[config.mk]
export PLATFORM = sky130hd
export DESIGN_NAME = midi_identity_reply_parser_unit
export DESIGN_NICKNAME = d
export VERILOG_FILES = /design/src/sv/mirp_pkg.sv /design/src/sv/midi_identity_reply_parser_unit.sv /design/src/sv/mirp_in_reg.sv /design/src/sv/mirp_field_capture.sv /design/src/sv/mirp_out_reg.sv
export SDC_FILE = /design/constraint.sdc
export NUM_CORES = 1
export LEC_CHECK = 0
export BUFFER_PORTS_ARGS = -buffer_cell sky130_fd_sc_hd__buf_4
export CORE_UTILIZATION = 55
export CTS_CLUSTER_SIZE = 25
export DETAILED_ROUTE_END_ITERATION = 12
export PLACE_DENSITY = 0.77
export SYNTH_ARGS = -nofsm -noshare
export SYNTH_HDL_FRONTEND = slang
export SYNTH_HIERARCHICAL = 1
export SYNTH_SLANG_ARGS = --single-unit
[constraint.sdc]
create_clock -name clk_i -period 5.9 [get_ports clk_i]
set_input_delay 0.59 -clock clk_i [delete_from_list [all_inputs] [get_ports clk_i]]
set_output_delay 0.59 -clock clk_i [all_outputs]
set_load 0.05 [all_outputs]
[src/sv/mirp_pkg.sv]
// Shared types and constants for the MIDI identity reply parser.
`default_nettype none

package mirp_pkg;

  localparam int unsigned BYTE_W    = 8;
  localparam int unsigned POS_W     = 5;
  localparam int unsigned DEVICE_W  = 7;
  localparam int unsigned CODE_W    = 15;
  localparam int unsigned VERSION_W = 31;
  localparam int unsigned TDATA_W   = 88;

  localparam logic [BYTE_W-1:0] MSG_START    = 8'hF0;
  localparam logic [BYTE_W-1:0] MSG_END      = 8'hF7;
  localparam logic [BYTE_W-1:0] UNIVERSAL_ID = 8'h7E;
  localparam logic [BYTE_W-1:0] SUB_GENERAL  = 8'h06;
  localparam logic [BYTE_W-1:0] SUB_REPLY    = 8'h02;
  localparam logic [BYTE_W-1:0] ZERO_BYTE    = 8'h00;

  // Byte positions inside the message
  localparam logic [POS_W-1:0] POS_START    = 5'd0;
  localparam logic [POS_W-1:0] POS_UNIV     = 5'd1;
  localparam logic [POS_W-1:0] POS_DEVICE   = 5'd2;
  localparam logic [POS_W-1:0] POS_SUB1     = 5'd3;
  localparam logic [POS_W-1:0] POS_SUB2     = 5'd4;
  localparam logic [POS_W-1:0] POS_MAKER    = 5'd5;
  localparam logic [POS_W-1:0] POS_MAKER_HI = 5'd6;
  localparam logic [POS_W-1:0] POS_MAKER_LO = 5'd7;
  localparam logic [POS_W-1:0] BASE_SHORT   = 5'd6;
  localparam logic [POS_W-1:0] BASE_LONG    = 5'd8;
  localparam logic [POS_W-1:0] POS_MAX      = 5'd31;
  // Last-byte position limits (length minus one)
  localparam logic [POS_W-1:0] MIN_LAST_SHORT = 5'd14;
  localparam logic [POS_W-1:0] MIN_LAST_LONG  = 5'd16;

  // Offsets of the fields after the manufacturer ID
  localparam logic [POS_W-1:0] OFF_FAMILY_LO = 5'd0;
  localparam logic [POS_W-1:0] OFF_FAMILY_HI = 5'd1;
  localparam logic [POS_W-1:0] OFF_MODEL_LO  = 5'd2;
  localparam logic [POS_W-1:0] OFF_MODEL_HI  = 5'd3;
  localparam logic [POS_W-1:0] OFF_VER_3     = 5'd4;
  localparam logic [POS_W-1:0] OFF_VER_2     = 5'd5;
  localparam logic [POS_W-1:0] OFF_VER_1     = 5'd6;
  localparam logic [POS_W-1:0] OFF_VER_0     = 5'd7;

  typedef struct packed {
    logic [BYTE_W-1:0] data_byte;
    logic              final_byte;
  } item_t;

  typedef struct packed {
    logic                 accepted;
    logic [DEVICE_W-1:0]  device_id;
    logic [CODE_W-1:0]    maker_id;
    logic [CODE_W-1:0]    family_code;
    logic [CODE_W-1:0]    model_code;
    logic [VERSION_W-1:0] version_word;
  } result_t;

endpackage

`default_nettype wire

[src/sv/midi_identity_reply_parser_unit.sv]
// Top level of the MIDI universal identity reply parser.
// A final byte's result passes from the input register to the result register.
// Throughput: one byte item per cycle unless a final byte waits; inner bytes never wait on the output.
// A final byte waits in the input register only while the result register
// holds an untaken result. Reset (rst_ni low, async) clears the position,
// check flags, captured fields and both valid flags.
`default_nettype none

module midi_identity_reply_parser_unit
  import mirp_pkg::*;
(
  input  wire logic               clk_i,
  input  wire logic               rst_ni,
  input  wire logic               s_axis_tvalid_i,
  output logic                    s_axis_tready_o,
  input  wire logic [BYTE_W-1:0]  s_axis_tdata_i,   // [7:0] data_byte
  input  wire logic               s_axis_tlast_i,   // final_byte
  output logic                    m_axis_tvalid_o,
  input  wire logic               m_axis_tready_i,
  // [6:0] device_id, [21:7] maker_id, [36:22] family_code,
  // [51:37] model_code, [82:52] version_word, [87:83] zero
  output logic [TDATA_W-1:0]      m_axis_tdata_o,
  output logic                    m_axis_tuser_o    // accepted
);

  item_t   in_item, cur_item;
  logic    cur_valid, take, out_free, load;
  result_t res_d, res_q;

  assign in_item.data_byte  = s_axis_tdata_i;
  assign in_item.final_byte = s_axis_tlast_i;

  assign take = cur_valid && (!cur_item.final_byte || out_free);
  assign load = take && cur_item.final_byte;

  mirp_in_reg u_in_reg (
    .clk_i      (clk_i),
    .rst_ni     (rst_ni),
    .in_valid_i (s_axis_tvalid_i),
    .in_ready_o (s_axis_tready_o),
    .in_item_i  (in_item),
    .take_i     (take),
    .valid_o    (cur_valid),
    .item_o     (cur_item)
  );

  mirp_field_capture u_capture (
    .clk_i    (clk_i),
    .rst_ni   (rst_ni),
    .take_i   (take),
    .item_i   (cur_item),
    .result_o (res_d)
  );

  mirp_out_reg u_out_reg (
    .clk_i    (clk_i),
    .rst_ni   (rst_ni),
    .load_i   (load),
    .result_i (res_d),
    .free_o   (out_free),
    .valid_o  (m_axis_tvalid_o),
    .ready_i  (m_axis_tready_i),
    .result_o (res_q)
  );

  assign m_axis_tuser_o = res_q.accepted;
  assign m_axis_tdata_o = {5'd0, res_q.version_word, res_q.model_code, res_q.family_code,
                           res_q.maker_id, res_q.device_id};

endmodule

`default_nettype wire

[src/sv/mirp_in_reg.sv]
// Input register stage holding one incoming byte item.
`default_nettype none

module mirp_in_reg
  import mirp_pkg::*;
(
  input  wire logic  clk_i,
  input  wire logic  rst_ni,
  input  wire logic  in_valid_i,
  output logic       in_ready_o,
  input  wire item_t in_item_i,
  input  wire logic  take_i,
  output logic       valid_o,
  output item_t      item_o
);

  logic  valid_q, valid_d;
  item_t item_q;

  assign in_ready_o = !valid_q || take_i;
  assign valid_d    = in_ready_o ? in_valid_i : valid_q;

  always_ff @(posedge clk_i or negedge rst_ni) begin
    if (!rst_ni) begin
      valid_q <= 1'b0;
    end else begin
      valid_q <= valid_d;
    end
  end

  always_ff @(posedge clk_i) begin
    if (in_ready_o && in_valid_i) begin
      item_q <= in_item_i;
    end
  end

  assign valid_o = valid_q;
  assign item_o  = item_q;

endmodule

`default_nettype wire

[src/sv/mirp_field_capture.sv]
// Per-byte checks, field capture and the result of a finished message.
`default_nettype none

module mirp_field_capture
  import mirp_pkg::*;
(
  input  wire logic  clk_i,
  input  wire logic  rst_ni,
  input  wire logic  take_i,
  input  wire item_t item_i,
  output result_t    result_o
);

  logic [POS_W-1:0]     pos_q, pos_d;
  logic                 failed_q, failed_d;
  logic                 long_q, long_d;
  logic [DEVICE_W-1:0]  device_q, device_d;
  logic [CODE_W-1:0]    maker_q, maker_d;
  logic [CODE_W-1:0]    family_q, family_d;
  logic [CODE_W-1:0]    model_q, model_d;
  logic [VERSION_W-1:0] version_q, version_d;

  logic [BYTE_W-1:0] b;
  logic [6:0]        v;
  logic [POS_W-1:0]  base;
  logic [POS_W-1:0]  offs;
  logic              ok;

  assign b    = item_i.data_byte;
  assign v    = b[6:0];
  assign base = long_q ? BASE_LONG : BASE_SHORT;
  assign offs = pos_q - base;

  always_comb begin
    ok = !failed_q && (b == MSG_END) && (pos_q >= MIN_LAST_SHORT) &&
         (!long_q || (pos_q >= MIN_LAST_LONG));
    result_o = '0;
    if (ok) begin
      result_o.accepted     = 1'b1;
      result_o.device_id    = device_q;
      result_o.maker_id     = maker_q;
      result_o.family_code  = family_q;
      result_o.model_code   = model_q;
      result_o.version_word = version_q;
    end
  end

  always_comb begin
    pos_d     = pos_q;
    failed_d  = failed_q;
    long_d    = long_q;
    device_d  = device_q;
    maker_d   = maker_q;
    family_d  = family_q;
    model_d   = model_q;
    version_d = version_q;
    if (item_i.final_byte) begin
      // message done: back to the idle state for the next one
      pos_d     = '0;
      failed_d  = 1'b0;
      long_d    = 1'b0;
      device_d  = '0;
      maker_d   = '0;
      family_d  = '0;
      model_d   = '0;
      version_d = '0;
    end else begin
      pos_d = (pos_q == POS_MAX) ? POS_MAX : pos_q + 5'd1;
      if (pos_q == POS_START) begin
        if (b != MSG_START) failed_d = 1'b1;
      end else begin
        if (b[7]) failed_d = 1'b1;
        if (pos_q == POS_UNIV && b != UNIVERSAL_ID) failed_d = 1'b1;
        if (pos_q == POS_SUB1 && b != SUB_GENERAL) failed_d = 1'b1;
        if (pos_q == POS_SUB2 && b != SUB_REPLY) failed_d = 1'b1;
        if (pos_q == POS_DEVICE) device_d = v;
        if (pos_q == POS_MAKER) begin
          if (b == ZERO_BYTE) begin
            long_d  = 1'b1;
            maker_d = '0;
          end else begin
            maker_d = {8'd0, v};
          end
        end else if (long_q && pos_q == POS_MAKER_HI) begin
          maker_d[14:8] = v;
        end else if (long_q && pos_q == POS_MAKER_LO) begin
          maker_d[6:0] = v;
        end else if (pos_q >= base) begin
          // each part is written once per message over cleared state
          case (offs)
            OFF_FAMILY_LO: family_d = {8'd0, v};
            OFF_FAMILY_HI: family_d[14:8] = v;
            OFF_MODEL_LO:  model_d = {8'd0, v};
            OFF_MODEL_HI:  model_d[14:8] = v;
            OFF_VER_3:     version_d[30:24] = v;
            OFF_VER_2:     version_d[22:16] = v;
            OFF_VER_1:     version_d[14:8] = v;
            OFF_VER_0:     version_d[6:0] = v;
            default: ;
          endcase
        end
      end
    end
  end

  always_ff @(posedge clk_i or negedge rst_ni) begin
    if (!rst_ni) begin
      pos_q     <= '0;
      failed_q  <= 1'b0;
      long_q    <= 1'b0;
      device_q  <= '0;
      maker_q   <= '0;
      family_q  <= '0;
      model_q   <= '0;
      version_q <= '0;
    end else if (take_i) begin
      pos_q     <= pos_d;
      failed_q  <= failed_d;
      long_q    <= long_d;
      device_q  <= device_d;
      maker_q   <= maker_d;
      family_q  <= family_d;
      model_q   <= model_d;
      version_q <= version_d;
    end
  end

endmodule

`default_nettype wire

[src/sv/mirp_out_reg.sv]
// Result register driving the output stream.
`default_nettype none

module mirp_out_reg
  import mirp_pkg::*;
(
  input  wire logic    clk_i,
  input  wire logic    rst_ni,
  input  wire logic    load_i,
  input  wire result_t result_i,
  output logic         free_o,
  output logic         valid_o,
  input  wire logic    ready_i,
  output result_t      result_o
);

  logic    valid_q, valid_d;
  result_t result_q;

  assign free_o  = !valid_q || ready_i;
  assign valid_d = load_i || (valid_q && !ready_i);

  always_ff @(posedge clk_i or negedge rst_ni) begin
    if (!rst_ni) begin
      valid_q <= 1'b0;
    end else begin
      valid_q <= valid_d;
    end
  end

  always_ff @(posedge clk_i) begin
    if (load_i) begin
      result_q <= result_i;
    end
  end

  assign valid_o  = valid_q;
  assign result_o = result_q;

endmodule

`default_nettype wire

==> flow_summary.toml <==
[outcome]
outcome = "complete, no violations"

[clock_tree]
insertion_delay_ns = 0.42
hold_buffers = 0
clk_path_buf_depth = 2
cts.clk_slew.worst_paths_ns = 0.07
cts_sinks = 179
h-tree-depth = 4
cts_buffers = 17
cts_resized = 0
post-cts-setup-buffers = 0
cts_tree = "built"
clockRootBuffer = "clkbuf_16"

[routing]
viasPerCell = 5.66
dr_total_vias = 4648
first_iter_violations = 334
dr.pass1.iters = 5
drcViolationCount = 0
wl_per_cell_um = 18.1
drtAntennaViolNets = 0
wl_um = 14900

[timing]
rsz0062_at_grt = "false"
setup_viol = 0
finalHoldViolations = 0
worstMarginPinSlew_ns = 1.18
relSlewSlack_pct = 21.0
fin_crit_ns = 2.94
setup_tns_ns = 0
drv_slew = 0
fmax_ghz = 0.340
post-route-period-util_pct = 49.9
setup_ws_ns = 2.96
finalClockSkew_ns = 0.0108

[power_and_ir_drop]
power_frac_seq_pct = 48.5
netSwitchingPower_mw = 0.866
peakVddDrop_mv = 0.155
clkPwrFrac_pct = 34.8
power_density_mw_per_mm2 = 348
leakage_nw = 3.74
pwr-share-comb_pct = 16.7
power_switching_share_pct = 28.0
power_mw = 3.09
p_int_mw = 2.22

[global_routing]
grt_first_pass_wirelength_um = 24000
antenna_found_initial = 0
grt_max_degree = 86
overflow = 0
grt_util_all_layers_pct = 22.6
grt_pass1_vias = 4581

[placed_design]
hpwl_um = 9810
routabilityCongestion = 0.874
dp_slack_ns = 2.98
io_buffers = 98
dp.cells = 789

[floorplanning]
ios = 104
rows = 42
die_x_um = 119
die_h_um = 119
core-area_mm2 = 0.0132
dieArea_mm2 = 0.0141
start_util_pct = 56.4

[cells_and_area]
final_util_pct = 67.1
stdcell_count = 821
drive_above_1_share_pct = 27.3
num-nets-final = 653
diodes = 0
syn2layout_area_growth_pct = 18.9

[synthesis]
synth_cell_types = 59
netlist_instances = 538
async_flop_share_pct = 48.0
yosysWarnings = 6
synthFlopType = "edfxtp_1"
synth_edf_count = 93
yosysTopAreaCellShare_pct = 37.4
synth_most_common_cell = "edfxtp_1"
synth_seq_area_share_pct = 66.2
yosysTopAreaCell = "edfxtp_1"
postSynthAreaPerCell_um2 = 13.9
synth_common_cells = "93 x edfxtp_1, 86 x dfrtp_1, 78 x and2_1"
syn_area_mm2 = 0.00747
synthTopCellsByArea = "edfxtp_1 37%, dfrtp_1 29%, and2_1 6.5%, mux2_2 3.6%, a22o_1 3.2%"
ys_seq_elements = 179

[setup_path]
rr_worst_depth = 9
worst-endpoint-arrival_ns = 3.30
r2r-start = "u_capture/pos_q[1]"
start_kind = "register"
cp_max_fo = 8
worstReg2RegEnd = "u_capture/model_q[2]"
crit_type = "register to register"
cp.required_ns = 6.25
r2r_slack_ns = 2.96
crit_path_end_kind = "register"

[run]
max-cap-violations = 0

[min_path]
hp-class = "input port to async pin"
==> metrics by stage <==
step	hold slack [ns]	instance area, um2
after floorplan	0.294	7500
after global placement	0.469	8310
after detailed placement	0.470	8310
after CTS	0.105	8880
after global routing	0.119	8880
final	0.100	8880
==> power by group through the flow <==
stage	sequential [mW]	clock (mW)	combinational (mW)
floorplan	1.63	0	0.257
global placement	1.52	0	0.504
detailed placement	1.52	0	0.517
CTS	1.50	1.09	0.518
global route	1.51	1.15	0.553
finish	1.50	1.07	0.517
==> logic make-up after synthesis <==
family,synth area share [%]
mux,3.62
compound gates,10.2
xor+xnor,0.235
fa+ha+maj,1.44
simple gates,14.9
flops,66.2
other cells,0.101
buf+inv,3.30
==> state kept, by name, summed over array words and instances, names as in the netlist <==
register	flops
u_capture/device_q	7
u_capture/failed_q	1
u_capture/family_q	14
u_capture/long_q	1
u_capture/maker_q	14
u_capture/model_q	14
u_capture/pos_q	5
u_capture/version_q	28
u_in_reg/item_o	9
u_in_reg/valid_o	1
u_out_reg/result_o	84
u_out_reg/valid_o	1
==> worst max-delay path: stages (launching register included) <==
cell	delay, ns
dfrtp_1	0.40
inv_1	0.18
ha_1	0.21
inv_1	0.06
fa_1	0.42
xnor2_1	0.50
nand4b_1	0.20
o21ai_2	0.35
and2_1	0.35
a221o_1	0.20
==> how the worst max path moves through the flow <==
stage	start	to	slack [ns]	cells past startpoint
final	u_capture/pos_q[1]	u_capture/model_q[2]	2.96	9
after global routing	u_capture/pos_q[1]	u_capture/model_q[2]	2.71	9
after CTS	u_capture/pos_q[1]	u_capture/version_q[30]	2.98	9
after detailed placement	u_capture/pos_q[1]	u_capture/version_q[30]	2.98	9
after global placement	u_capture/long_q	u_capture/version_q[30]	3.15	9
after floorplan	u_capture/long_q	u_capture/model_q[10]	3.35	11
==> layer usage <==
metal	GRT usage [%]	routed length [um]	up-vias
met5	0	0	-
li1	-	-	2148
met2	35.2	7200	150
met3	4.87	653	25
met1	31.0	6690	2325
met4	9.10	333	0
==> area by class of cell <==
cell class,count,area (um2)
Sequential cell,179,4940
Timing Repair Buffer,103,773
Multi-Input combinational cell,321,2330
Clock buffer,22,474
Fill cell,970,4360
Clock inverter,10,101
Inverter,10,37.5
Tap cell,176,220
==> cells in the final DEF (no fill, tap or decap), types with 3 or more instances in the layout <==
cell / instances
a21oi_1: 12
a221o_1: 8
a22o_1: 27
a31oi_1: 3
and2_1: 78
and3_1: 3
buf_4: 103
clkbuf_16: 17
clkbuf_8: 3
clkinv_4: 4
clkinvlp_4: 3
conb_1: 11
dfrtp_1: 86
edfxtp_1: 93
ha_1: 7
inv_1: 10
mux2_2: 24
nand2_1: 20
nand3_1: 5
nand3b_1: 5
nand4_1: 5
nand4b_1: 3
nor2_1: 14
nor2b_1: 9
nor3_1: 7
nor3_2: 3
nor3b_1: 8
nor4_1: 6
o21ai_1: 9
o2bb2ai_1: 18
No activity file was read; power rests on OpenSTA's default activity.
